File: src/hdl/mep_pkg.sv
`timescale 1ns / 1ps
`default_nettype none

package mep_pkg;

  localparam int RADIUS_BITS_DEF = 10;

  typedef enum logic [4:0] {
    OP_NONE   = 5'd0,
    OP_LOAD   = 5'd1,
    OP_SQ_RX  = 5'd2,
    OP_SQ_RY  = 5'd3,
    OP_DY0    = 5'd4,
    OP_DEC0   = 5'd5,
    OP_RC1    = 5'd6,
    OP_RC2    = 5'd7,
    OP_RC3    = 5'd8,
    OP_RC4    = 5'd9,
    OP_RC5    = 5'd10,
    OP_RC6    = 5'd11,
    OP_RC7    = 5'd12,
    OP_EMIT   = 5'd13,
    OP_STEP   = 5'd14,
    OP_MUL_DX = 5'd15,
    OP_MUL_DY = 5'd16,
    OP_SET_DX = 5'd17,
    OP_SET_DY = 5'd18,
    OP_DECU   = 5'd19
  } mep_op_t;

  typedef struct packed {
    mep_op_t    op;
    logic [1:0] quad;
  } mep_cmd_t;

  typedef struct packed {
    logic busy;
    logic region_two;
    logic region_change;
    logic y_zero;
    logic skip;
    logic out_free;
  } mep_status_t;

endpackage

`default_nettype wire

File: src/hdl/mep_ctrl.sv
`timescale 1ns / 1ps
`default_nettype none

module mep_ctrl import mep_pkg::*; (
  input  wire logic        clk,
  input  wire logic        rst_n,
  input  wire logic        in_tvalid,
  input  wire logic        in_kind,
  output logic             in_tready,
  input  wire mep_status_t status,
  output mep_cmd_t         cmd
);

  typedef enum logic [18:0] {
    S_IDLE   = 19'h00001,
    S_SQ_RX  = 19'h00002,
    S_SQ_RY  = 19'h00004,
    S_DY0    = 19'h00008,
    S_DEC0   = 19'h00010,
    S_RC1    = 19'h00020,
    S_RC2    = 19'h00040,
    S_RC3    = 19'h00080,
    S_RC4    = 19'h00100,
    S_RC5    = 19'h00200,
    S_RC6    = 19'h00400,
    S_RC7    = 19'h00800,
    S_EMIT   = 19'h01000,
    S_STEP   = 19'h02000,
    S_MUL1   = 19'h04000,
    S_SET1   = 19'h08000,
    S_MUL2   = 19'h10000,
    S_SET2   = 19'h20000,
    S_DECU   = 19'h40000
  } mep_state_t;

  mep_state_t state_r, state_nxt;
  logic [1:0] quad_r, quad_nxt;

  assign in_tready = (state_r == S_IDLE);

  always_comb begin
    state_nxt = state_r;
    quad_nxt  = quad_r;
    cmd.op    = OP_NONE;
    cmd.quad  = quad_r;
    unique case (state_r)
      S_IDLE: begin
        if (in_tvalid) begin
          if (!in_kind) begin
            cmd.op    = OP_LOAD;
            state_nxt = S_SQ_RX;
          end else if (status.busy) begin
            state_nxt = status.region_change ? S_RC1 : S_EMIT;
          end
        end
      end
      S_SQ_RX: begin
        cmd.op    = OP_SQ_RX;
        state_nxt = S_SQ_RY;
      end
      S_SQ_RY: begin
        cmd.op    = OP_SQ_RY;
        state_nxt = S_DY0;
      end
      S_DY0: begin
        cmd.op    = OP_DY0;
        state_nxt = S_DEC0;
      end
      S_DEC0: begin
        cmd.op    = OP_DEC0;
        state_nxt = S_IDLE;
      end
      S_RC1: begin
        cmd.op    = OP_RC1;
        state_nxt = S_RC2;
      end
      S_RC2: begin
        cmd.op    = OP_RC2;
        state_nxt = S_RC3;
      end
      S_RC3: begin
        cmd.op    = OP_RC3;
        state_nxt = S_RC4;
      end
      S_RC4: begin
        cmd.op    = OP_RC4;
        state_nxt = S_RC5;
      end
      S_RC5: begin
        cmd.op    = OP_RC5;
        state_nxt = S_RC6;
      end
      S_RC6: begin
        cmd.op    = OP_RC6;
        state_nxt = S_RC7;
      end
      S_RC7: begin
        cmd.op    = OP_RC7;
        state_nxt = S_EMIT;
      end
      S_EMIT: begin
        if (status.out_free) begin
          cmd.op   = OP_EMIT;
          quad_nxt = quad_r + 2'd1;
          if (quad_r == 2'd3) begin
            state_nxt = S_STEP;
          end
        end
      end
      S_STEP: begin
        cmd.op    = OP_STEP;
        state_nxt = (status.region_two && status.y_zero) ? S_IDLE : S_MUL1;
      end
      S_MUL1: begin
        cmd.op    = status.region_two ? OP_MUL_DY : OP_MUL_DX;
        state_nxt = S_SET1;
      end
      S_SET1: begin
        cmd.op    = status.region_two ? OP_SET_DY : OP_SET_DX;
        state_nxt = status.skip ? S_DECU : S_MUL2;
      end
      S_MUL2: begin
        cmd.op    = status.region_two ? OP_MUL_DX : OP_MUL_DY;
        state_nxt = S_SET2;
      end
      S_SET2: begin
        cmd.op    = status.region_two ? OP_SET_DX : OP_SET_DY;
        state_nxt = S_DECU;
      end
      S_DECU: begin
        cmd.op    = OP_DECU;
        state_nxt = S_IDLE;
      end
      default: begin
        state_nxt = S_IDLE;
      end
    endcase
  end

  always_ff @(posedge clk) begin
    if (!rst_n) begin
      state_r <= S_IDLE;
      quad_r  <= 2'd0;
    end else begin
      state_r <= state_nxt;
      quad_r  <= quad_nxt;
    end
  end

endmodule

`default_nettype wire

File: src/hdl/mep_dpath.sv
`timescale 1ns / 1ps
`default_nettype none

module mep_dpath import mep_pkg::*; #(
  parameter int RADIUS_BITS = RADIUS_BITS_DEF
) (
  input  wire logic                          clk,
  input  wire logic                          rst_n,
  input  wire mep_cmd_t                      cmd,
  input  wire logic [RADIUS_BITS-1:0]        in_rx,
  input  wire logic [RADIUS_BITS-1:0]        in_ry,
  input  wire logic                          out_tready,
  output logic                               out_tvalid,
  output logic signed [RADIUS_BITS:0]        out_px,
  output logic signed [RADIUS_BITS:0]        out_py,
  output logic                               out_last,
  output logic                               out_done,
  output mep_status_t                        status
);

  localparam int R  = RADIUS_BITS;
  localparam int CW = R + 1;
  localparam int SW = 2 * R;
  localparam int TW = 3 * R + 2;
  localparam int AW = 3 * R + 1;
  localparam int BW = R + 1;
  localparam int PW = AW + BW;
  localparam int DW = 4 * R + 8;

  logic [R-1:0]  rx_r, rx_nxt, ry_r, ry_nxt;
  logic [SW-1:0] rxsq_r, rxsq_nxt, rysq_r, rysq_nxt;
  logic [R-1:0]  x_r, x_nxt, y_r, y_nxt;
  logic [TW-1:0] dx_r, dx_nxt, dy_r, dy_nxt;
  logic [DW-1:0] dec_r, dec_nxt, acc_r, acc_nxt;
  logic [PW-1:0] prod_r, prod_nxt;
  logic          reg2_r, reg2_nxt, busy_r, busy_nxt, out_valid_r, out_valid_nxt;
  logic [CW-1:0] px_r, px_nxt, py_r, py_nxt;
  logic          last_r, last_nxt, done_r, done_nxt;

  logic [AW-1:0] mul_a;
  logic [BW-1:0] mul_b;
  logic [BW-1:0] tx;
  logic [R-1:0]  ty;
  logic          dec_neg, dec_pos, y_zero, use_dx, use_dy;
  logic [DW-1:0] add_dx, sub_dy, add_sq;

  assign tx      = {x_r, 1'b1};
  assign y_zero  = (y_r == '0);
  assign ty      = y_zero ? R'(1) : (y_r - R'(1));
  assign dec_neg = dec_r[DW-1];
  assign dec_pos = (dec_r != '0) && !dec_neg;

  assign use_dx = !(reg2_r && dec_pos);
  assign use_dy = !(!reg2_r && dec_neg);
  assign add_dx = use_dx ? DW'({dx_r, 2'b00}) : '0;
  assign sub_dy = use_dy ? DW'({dy_r, 2'b00}) : '0;
  assign add_sq = reg2_r ? DW'({rxsq_r, 2'b00}) : DW'({rysq_r, 2'b00});

  always_comb begin
    mul_a = '0;
    mul_b = '0;
    unique case (cmd.op)
      OP_SQ_RX: begin
        mul_a = AW'(rx_r);
        mul_b = BW'(rx_r);
      end
      OP_SQ_RY: begin
        mul_a = AW'(ry_r);
        mul_b = BW'(ry_r);
      end
      OP_DY0: begin
        mul_a = AW'(rxsq_r);
        mul_b = BW'(ry_r);
      end
      OP_RC1: begin
        mul_a = AW'(rysq_r);
        mul_b = tx;
      end
      OP_RC2: begin
        mul_a = prod_r[AW-1:0];
        mul_b = tx;
      end
      OP_RC3: begin
        mul_a = AW'(rxsq_r);
        mul_b = BW'(ty);
      end
      OP_RC4: begin
        mul_a = prod_r[AW-1:0];
        mul_b = BW'(ty);
      end
      OP_RC5: begin
        mul_a = AW'(rxsq_r);
        mul_b = BW'(ry_r);
      end
      OP_RC6: begin
        mul_a = prod_r[AW-1:0];
        mul_b = BW'(ry_r);
      end
      OP_MUL_DX: begin
        mul_a = AW'(rysq_r);
        mul_b = BW'(x_r);
      end
      OP_MUL_DY: begin
        mul_a = AW'(rxsq_r);
        mul_b = BW'(y_r);
      end
      default: begin
      end
    endcase
  end

  assign prod_nxt = mul_a * mul_b;

  always_comb begin
    rx_nxt        = rx_r;
    ry_nxt        = ry_r;
    rxsq_nxt      = rxsq_r;
    rysq_nxt      = rysq_r;
    x_nxt         = x_r;
    y_nxt         = y_r;
    dx_nxt        = dx_r;
    dy_nxt        = dy_r;
    dec_nxt       = dec_r;
    acc_nxt       = acc_r;
    reg2_nxt      = reg2_r;
    busy_nxt      = busy_r;
    px_nxt        = px_r;
    py_nxt        = py_r;
    last_nxt      = last_r;
    done_nxt      = done_r;
    out_valid_nxt = out_valid_r && !out_tready;
    unique case (cmd.op)
      OP_LOAD: begin
        rx_nxt   = in_rx;
        ry_nxt   = in_ry;
        x_nxt    = '0;
        y_nxt    = in_ry;
        dx_nxt   = '0;
        reg2_nxt = 1'b0;
        busy_nxt = 1'b1;
      end
      OP_SQ_RY: begin
        rxsq_nxt = prod_r[SW-1:0];
      end
      OP_DY0: begin
        rysq_nxt = prod_r[SW-1:0];
      end
      OP_DEC0: begin
        dy_nxt  = {prod_r[TW-2:0], 1'b0};
        dec_nxt = DW'({rysq_r, 2'b00}) + DW'(rxsq_r) - DW'({prod_r, 2'b00});
      end
      OP_RC3: begin
        acc_nxt = DW'(prod_r);
      end
      OP_RC5: begin
        acc_nxt = acc_r + DW'({prod_r, 2'b00});
      end
      OP_RC7: begin
        dec_nxt  = acc_r - DW'({prod_r, 2'b00});
        reg2_nxt = 1'b1;
      end
      OP_EMIT: begin
        px_nxt        = cmd.quad[0] ? (CW'(0) - CW'(x_r)) : CW'(x_r);
        py_nxt        = cmd.quad[1] ? (CW'(0) - CW'(y_r)) : CW'(y_r);
        last_nxt      = (cmd.quad == 2'd3);
        done_nxt      = reg2_r && y_zero;
        out_valid_nxt = 1'b1;
      end
      OP_STEP: begin
        if (reg2_r) begin
          if (y_zero) begin
            busy_nxt = 1'b0;
          end else begin
            y_nxt = y_r - R'(1);
            if (!dec_pos) begin
              x_nxt = x_r + R'(1);
            end
          end
        end else begin
          x_nxt = x_r + R'(1);
          if (!dec_neg && !y_zero) begin
            y_nxt = y_r - R'(1);
          end
        end
      end
      OP_SET_DX: begin
        dx_nxt = {prod_r[TW-2:0], 1'b0};
      end
      OP_SET_DY: begin
        dy_nxt = {prod_r[TW-2:0], 1'b0};
      end
      OP_DECU: begin
        dec_nxt = dec_r + add_dx - sub_dy + add_sq;
      end
      default: begin
      end
    endcase
  end

  always_ff @(posedge clk) begin
    if (!rst_n) begin
      reg2_r      <= 1'b0;
      busy_r      <= 1'b0;
      out_valid_r <= 1'b0;
    end else begin
      reg2_r      <= reg2_nxt;
      busy_r      <= busy_nxt;
      out_valid_r <= out_valid_nxt;
    end
  end

  always_ff @(posedge clk) begin
    rx_r   <= rx_nxt;
    ry_r   <= ry_nxt;
    rxsq_r <= rxsq_nxt;
    rysq_r <= rysq_nxt;
    x_r    <= x_nxt;
    y_r    <= y_nxt;
    dx_r   <= dx_nxt;
    dy_r   <= dy_nxt;
    dec_r  <= dec_nxt;
    acc_r  <= acc_nxt;
    prod_r <= prod_nxt;
    px_r   <= px_nxt;
    py_r   <= py_nxt;
    last_r <= last_nxt;
    done_r <= done_nxt;
  end

  assign status.busy          = busy_r;
  assign status.region_two    = reg2_r;
  assign status.region_change = !reg2_r && (dx_r >= dy_r);
  assign status.y_zero        = y_zero;
  assign status.skip          = reg2_r ? dec_pos : dec_neg;
  assign status.out_free      = !out_valid_r || out_tready;

  assign out_tvalid = out_valid_r;
  assign out_px     = px_r;
  assign out_py     = py_r;
  assign out_last   = last_r;
  assign out_done   = done_r;

endmodule

`default_nettype wire

File: src/hdl/midpoint_ellipse_points_top.sv
// Start word: taken when idle; states SQ_RX, SQ_RY, DY0 and DEC0 then run before the next
// word is taken. Advance word (ignored unless a curve is busy): 4 output words, each issued
// as the output register frees, after states RC1..RC7 on a step entering region 2, then step
// and delta updates; one shared multiplier and the one-word output register set the pace.
// Reset: synchronous, active low; clears the sequencer, the output valid and the busy flag.
`timescale 1ns / 1ps
`default_nettype none

module midpoint_ellipse_points_top import mep_pkg::*; #(
  parameter int RADIUS_BITS = RADIUS_BITS_DEF,
  localparam int IN_W  = ((2 * RADIUS_BITS + 7) / 8) * 8,
  localparam int OUT_W = ((2 * (RADIUS_BITS + 1) + 7) / 8) * 8
) (
  input  wire logic             clk,
  input  wire logic             rst_n,
  input  wire logic             in_tvalid,
  output logic                  in_tready,
  input  wire logic [IN_W-1:0]  in_tdata,   // radius_x, radius_y
  input  wire logic             in_tuser,   // kind
  output logic                  out_tvalid,
  input  wire logic             out_tready,
  output logic [OUT_W-1:0]      out_tdata,  // point_x, point_y
  output logic                  out_tlast,  // last_in_step
  output logic                  out_tuser   // curve_done
);

  localparam int R = RADIUS_BITS;

  mep_cmd_t    cmd;
  mep_status_t status;
  logic signed [R:0] px, py;

  mep_ctrl u_ctrl (
    .clk       (clk),
    .rst_n     (rst_n),
    .in_tvalid (in_tvalid),
    .in_kind   (in_tuser),
    .in_tready (in_tready),
    .status    (status),
    .cmd       (cmd)
  );

  mep_dpath #(
    .RADIUS_BITS (RADIUS_BITS)
  ) u_dpath (
    .clk        (clk),
    .rst_n      (rst_n),
    .cmd        (cmd),
    .in_rx      (in_tdata[R-1:0]),
    .in_ry      (in_tdata[2*R-1:R]),
    .out_tready (out_tready),
    .out_tvalid (out_tvalid),
    .out_px     (px),
    .out_py     (py),
    .out_last   (out_tlast),
    .out_done   (out_tuser),
    .status     (status)
  );

  assign out_tdata = OUT_W'({py, px});

endmodule

`default_nettype wire
File: config.mk
export PLATFORM = sky130hd
export DESIGN_NAME = midpoint_ellipse_points_top
export DESIGN_NICKNAME = d
export VERILOG_FILES = /design/src/hdl/mep_pkg.sv /design/src/hdl/mep_ctrl.sv /design/src/hdl/mep_dpath.sv /design/src/hdl/midpoint_ellipse_points_top.sv
export SDC_FILE = /design/constraint.sdc
export NUM_CORES = 2
export LEC_CHECK = 0
export BUFFER_PORTS_ARGS = -buffer_cell sky130_fd_sc_hd__buf_2
export CAP_MARGIN = 40
export CORE_AREA = 2 2 250 252
export CTS_CLUSTER_SIZE = 24
export DETAILED_ROUTE_END_ITERATION = 10
export DIE_AREA = 0 0 252 254
export GPL_TIMING_DRIVEN = 0
export PLACE_DENSITY_LB_ADDON = 0.05
export REMOVE_ABC_BUFFERS = 1
export SETUP_SLACK_MARGIN = 0.3
export SLEW_MARGIN = 20
export SYNTH_ARGS = -nofsm -noshare
export SYNTH_HDL_FRONTEND = slang
export SYNTH_HIERARCHICAL = 1
export SYNTH_SLANG_ARGS = --single-unit
File: constraint.sdc
create_clock -name clk -period 13.4 [get_ports clk]
set_input_delay 4.02 -clock clk [delete_from_list [all_inputs] [get_ports clk]]
set_output_delay 4.02 -clock clk [all_outputs]
set_load 0.01 [all_outputs]
==> After elaboration in Yosys (flattened, before gate mapping) <==
Cells that the tools add are included.
{ "word_totals": {"ff_bits": 329, "output_inout_bits": 28, "wordCells": 158} }
{ "classes": {"mux": 42, "multipliers": 1, "eq_ne": 48, "addsub": 12, "reduce_logical": 32, "n_lt_le_gt_ge": 1} }
{ "op_table": {"columns": ["cell", "n"], "rows": [
  ["one-hot mux 19 bit (17 select lines)", 1],
  ["one-hot mux 31 bit (5 select lines)", 1],
  ["one-hot mux 48 bit (3 select lines)", 1],
  ["two-way mux 19 bit", 6],
  ["adder 48 bit", 2],
  ["one-hot mux 48 bit (2 select lines)", 1],
  ["subtractor 48 x 44 -> 48 bit", 2],
  ["one-hot mux 5 bit (19 select lines)", 1],
  ["two-way mux 10 bit", 9],
  ["two-way mux 34 bit", 2],
  ["one-hot mux 11 bit (6 select lines)", 1],
  ["one-hot mux 32 bit (2 select lines)", 1],
  ["adder 48 x 44 -> 48 bit", 1],
  ["nonzero test 48 bit", 1],
  ["subtractor 48 bit", 1],
  ["multiplier 31 x 11 -> 42 bit", 1],
  ["== test 5 x 4 -> 1 bit, second input constant", 8],
  ["one-hot mux 10 bit (2 select lines)", 2],
  ["greater-or-equal comparator 32 bit", 1],
  ["adder 22 x 20 -> 23 bit", 1],
  ["two-way mux 22 bit", 1],
  ["subtractor 1 x 10 -> 11 bit, first input constant", 2],
  ["== test 5 x 3 -> 1 bit, second input constant", 4],
  ["== test 5 bit, second input constant", 4],
  ["other kinds (49)", 81]
]} }

==> Logic depth before layout (Yosys ltp) <==
{ "logic_depth": {"word_depth": 8, "mapped_depth": 40} }

==> By module <==
The synthesis kept the hierarchy.
{ "by_module_without_submodules": {"columns": ["mod", "area_each_um2", "instances", "seq_area_each_um2", "cells_per_inst"], "rows": [
  ["mep_dpath", 35256.3, 1, 8768.4, 3967],
  ["mep_ctrl", 1236.2, 1, 420.4, 155],
  ["midpoint_ellipse_points_top", 18.8, 1, 0.0, 3]
]} }

==> Worst setup path before layout <==
Ideal clock, no wire load.
{ "synth_path": {"path_kind": "input port to flip-flop", "from": "input out_tready", "to": "register u_dpath.prod_r[35]", "stages": 31, "n_path_buf": 2, "path_slack_ps": 1224, "required_time_ps": 13314, "t_arrival_ps": 12090, "setup_ps": 86, "cell_sequence": "nor2b_1 > inv_1 > and2_1 > a2111oi_0 > o211ai_1 > clkbuf_1 > or3_1 > nor2_1 > clkbuf_1 > a222oi_1 > nand3_1 > nand2_1 > fa_1 > fa_1 > inv_1 > fa_1 > fa_1 > inv_1 > fa_1 > inv_1 > ha_1 > a21o_1 > a21o_1 > a21o_1 > a41o_1 > o31ai_2 > a311o_1 > a31oi_1 > o21ai_1 > mux2_2 > a211oi_1"} }
{ "synth_lines": {"columns": ["item", "line", "text"], "rows": [
  ["start: declaration", "midpoint_ellipse_points_top.sv:21", "input wire logic out_tready,"],
  ["end signal: assignment", "mep_dpath.sv:223", "prod_r <= prod_nxt;"],
  ["end: declaration", "mep_dpath.sv:35", "logic [PW-1:0] prod_r, prod_nxt;"]
]} }

==> impl_metrics.ini <==
[finish]
layout.nets = 4762
layout-drive-gt1-share_pct = 6.92
area_growth_pct = 8.01
antennaDiodeCount = 0
stdcell_area_sq_um = 39400
layout.area.seq_sq_um = 9190
n_fill_cell = 5165
multi_input_area_sq_um = 24600

[synthesis]
synthCells = 4125
async_flop_share_pct = 0
synth_edf_count = 262
synth_area_per_cell_sq_um = 8.85
synth_common_cells = 603 x inv_1, 499 x nand2_1, 331 x fa_1, 302 x ha_1, 267 x nor2_1
synth_top_cell_by_area = edfxtp_1
ys_seq_area_share_pct = 25.2
synth-seq-cells = 328
synth_area_sq_um = 36500
ys_warn_count = 6
synth_top_area_share_pct = 21.5
synthFlopType = edfxtp_1
yosysMostFrequentCell = inv_1
ys_types = 98
synth_area_leaders = edfxtp_1 22%, fa_1 18%, ha_1 10%

[timing]
holdWs_ns = 0.550
worstMarginPinSlew_ns = 0.979
rsz0062_at_grt = no
slew_headroom_pct = 34.1
setup_viol = 0
slew_viol_final = 0
skew_ns = 0.0402
period_share_pct = 95.9
fmax_mhz = 77.8
setup_ws_ns = 0.553
min_period_ns = 12.85
hold_viol_final = 0

[global_routing]
grt_max_degree = 80
overflow = 0
grt_pass1_vias = 28197
grt_pass1_wl_um = 159000
grt_antenna_before_repair = 0
grt_usage_pct = 32.0

[hold_path]
min_path_cells = 2
hp-class = reg2reg

[critical_path]
worst_path_max_delay_cell = fa_1
cp.depth = 32
path_class = in2reg
critical_path_arrival_ns = 13.34
start_kind = input pin
worst_path_most_repeated_cell = fa_1
crit_required_ns = 13.89
critPathMaxFanout = 19
worstSetupEndpointType = flip-flop
crit_path_max_incr_delay_ns = 0.58
r2r_cells = 32
crit_buf_inv = 7
crit_family = adder cells

[floorplanning]
die_x_um = 252
fp.dieH_um = 254
coreArea_sq_um = 61300
ios = 57
start_util_pct = 59.6
row_count = 91
die-area_sq_um = 64000

[detailed_routing]
drt_pass1_iterations = 8
drt-initial-drc-count = 2980
drc = 0
totalWireLength_um = 103000
via_per_inst = 6.06
vias = 29815
routedWlPerCell_um = 21.0
ant_nets = 0

[placed_design]
place_hpwl_um = 81400
dp_slack_ns = -0.572
placement.io_buffers = 50
gp_congestion = 0.951
place_area_sq_um = 37700

[clock_network]
cts_tree = built
h-tree-depth = 2
cts_buffers = 40
cts_hold_buf = 0
cts.clk_slew.worst_paths_ns = 0.06
clk_latency_ns = 0.60
cts_root_buf = clkbuf_16
cts.sinks = 328
cts-root-to-sink-buffers = 3

[run]
cap_violations = 0

[power_and_ir_drop]
power_leakage_nw = 16.9
power_density_nw_per_um2 = 89.9
irDropWorstVdd_mv = 0.0890

[status]
status = finished, final reports clean
[metrics by stage]
step | total power, mW | instances | setup TNS (ns) | util (%)
after global routing | 3.69 | 4922 | 0 | 64.4
after CTS | 3.52 | 4900 | 0 | 63.9
final | 3.54 | 4922 | 0 | 64.4
after floorplan | 1.97 | 3936 | -11.01 | -
after detailed placement | 2.33 | 4823 | -1.75 | 61.5
after global placement | 2.29 | 4776 | -200.18 | 60.4
[metal layers]
metal  global-route usage (%)  vias up  wire (um)
li1                         -    13910          -
met5                        0        -          0
met2                     47.0     1223      43300
met3                     3.62      155       8630
met4                     8.49        0       2810
met1                     50.0    14527      48500
[cells by family after synthesis]
kind of cell | count (synthesis) | synth area share, %
other | 1 | 0.0103
AO/OA/AOI/OAI | 833 | 15.2
AND/OR/NAND/NOR | 1296 | 17.0
XOR/XNOR | 230 | 5.52
adder cells (fa/ha/maj) | 633 | 28.5
multiplexers | 9 | 0.257
buffers and inverters | 795 | 8.36
flip-flops | 328 | 25.2
[where the power goes]
| group | switching (mW) | internal, mW | total (mW) | leakage, nW |
|---|---|---|---|---|
| clock network | 0.480 | 0.706 | 1.19 | 0.688 |
| logic | 0.712 | 0.402 | 1.11 | 13.3 |
| registers | 0.0683 | 1.18 | 1.24 | 2.97 |
| total | 1.26 | 2.28 | 3.54 | 16.9 |
[sequential cells by signal, summed over array words and instances, names as in the netlist, 19 cells and up]
signal,count
u_dpath/acc_r,48
u_dpath/dec_r,48
u_dpath/prod_r,42
u_dpath/dx_r,31
u_dpath/dy_r,31
u_dpath/rxsq_r,20
u_dpath/rysq_r,20
u_ctrl/state_r,19
[worst register-to-register path: cells and delay by family, from the launching register on]
family,cells,cell delay (ns)
and+or+nand+nor,11,4.02
adders and majority gates,6,3.05
AOI/OAI and AO/OA,8,2.21
buffers and inverters,6,0.82
DFF,1,0.36
xor gates and xnor gates,1,0.17
[layout by cell type, fill, tap and decap left out, drive strengths merged, types with 15 or more instances in the layout]
cell type / netlist / layout
a211oi: 16 / 16
a21o: 88 / 88
a21oi: 218 / 218
a221o: 20 / 20
a22oi: 42 / 42
a31oi: 36 / 36
and2: 85 / 85
and3: 35 / 35
buf: 38 / 116
clkbuf: 152 / 49
clkinv: 1 / 15
dfxtp: 66 / 66
edfxtp: 262 / 262
fa: 331 / 331
ha: 302 / 302
inv: 604 / 608
nand2: 499 / 499
nand2b: 50 / 50
nand3: 73 / 74
nand4: 45 / 45
nor2: 267 / 268
nor2b: 35 / 35
nor3: 53 / 54
nor4: 61 / 61
o21a: 19 / 19
o21ai: 204 / 204
o21bai: 41 / 41
o221ai: 15 / 15
o31ai: 21 / 21
or2: 15 / 15
or3: 25 / 25
xnor2: 171 / 171
xor2: 59 / 59
[timing repair]
| item | in CTS | in global routing |
|---|---|---|
| setup buffers | 3 | 11 |
| resized for setup | 4 | 9 |
| pin swaps | 3 | 7 |
| gates cloned | 0 | 3 |
| endpoints found under the hold margin | 0 | 0 |
| setup endpoints to repair | 1 | 7 |
[cell type report]
type	count	area share (%)
sequential	328	23.3
clock buffer	47	2.76
inverter	605	5.76
clock inverter	27	0.844
tap	790	2.51
timing repair buffer	119	2.50
multi-input combinational	3006	62.3
[worst paths after layout]
check | startpoint | endpoint | slack [ns]
hold reg to reg | u_ctrl/state_r[6]$_SDFFE_PN0P_ | u_ctrl/state_r[7]$_SDFFE_PN0P_ | 0.55
setup reg to reg | u_ctrl/state_r[12]$_SDFFE_PN0P_ | u_dpath/prod_r[37]$_DFF_P_ | 2.65
setup / recovery | out_tready | u_dpath/prod_r[37]$_DFF_P_ | 0.55
hold / removal | u_ctrl/state_r[6]$_SDFFE_PN0P_ | u_ctrl/state_r[7]$_SDFFE_PN0P_ | 0.55
Note: power is estimated with default switching activity, not from simulation.
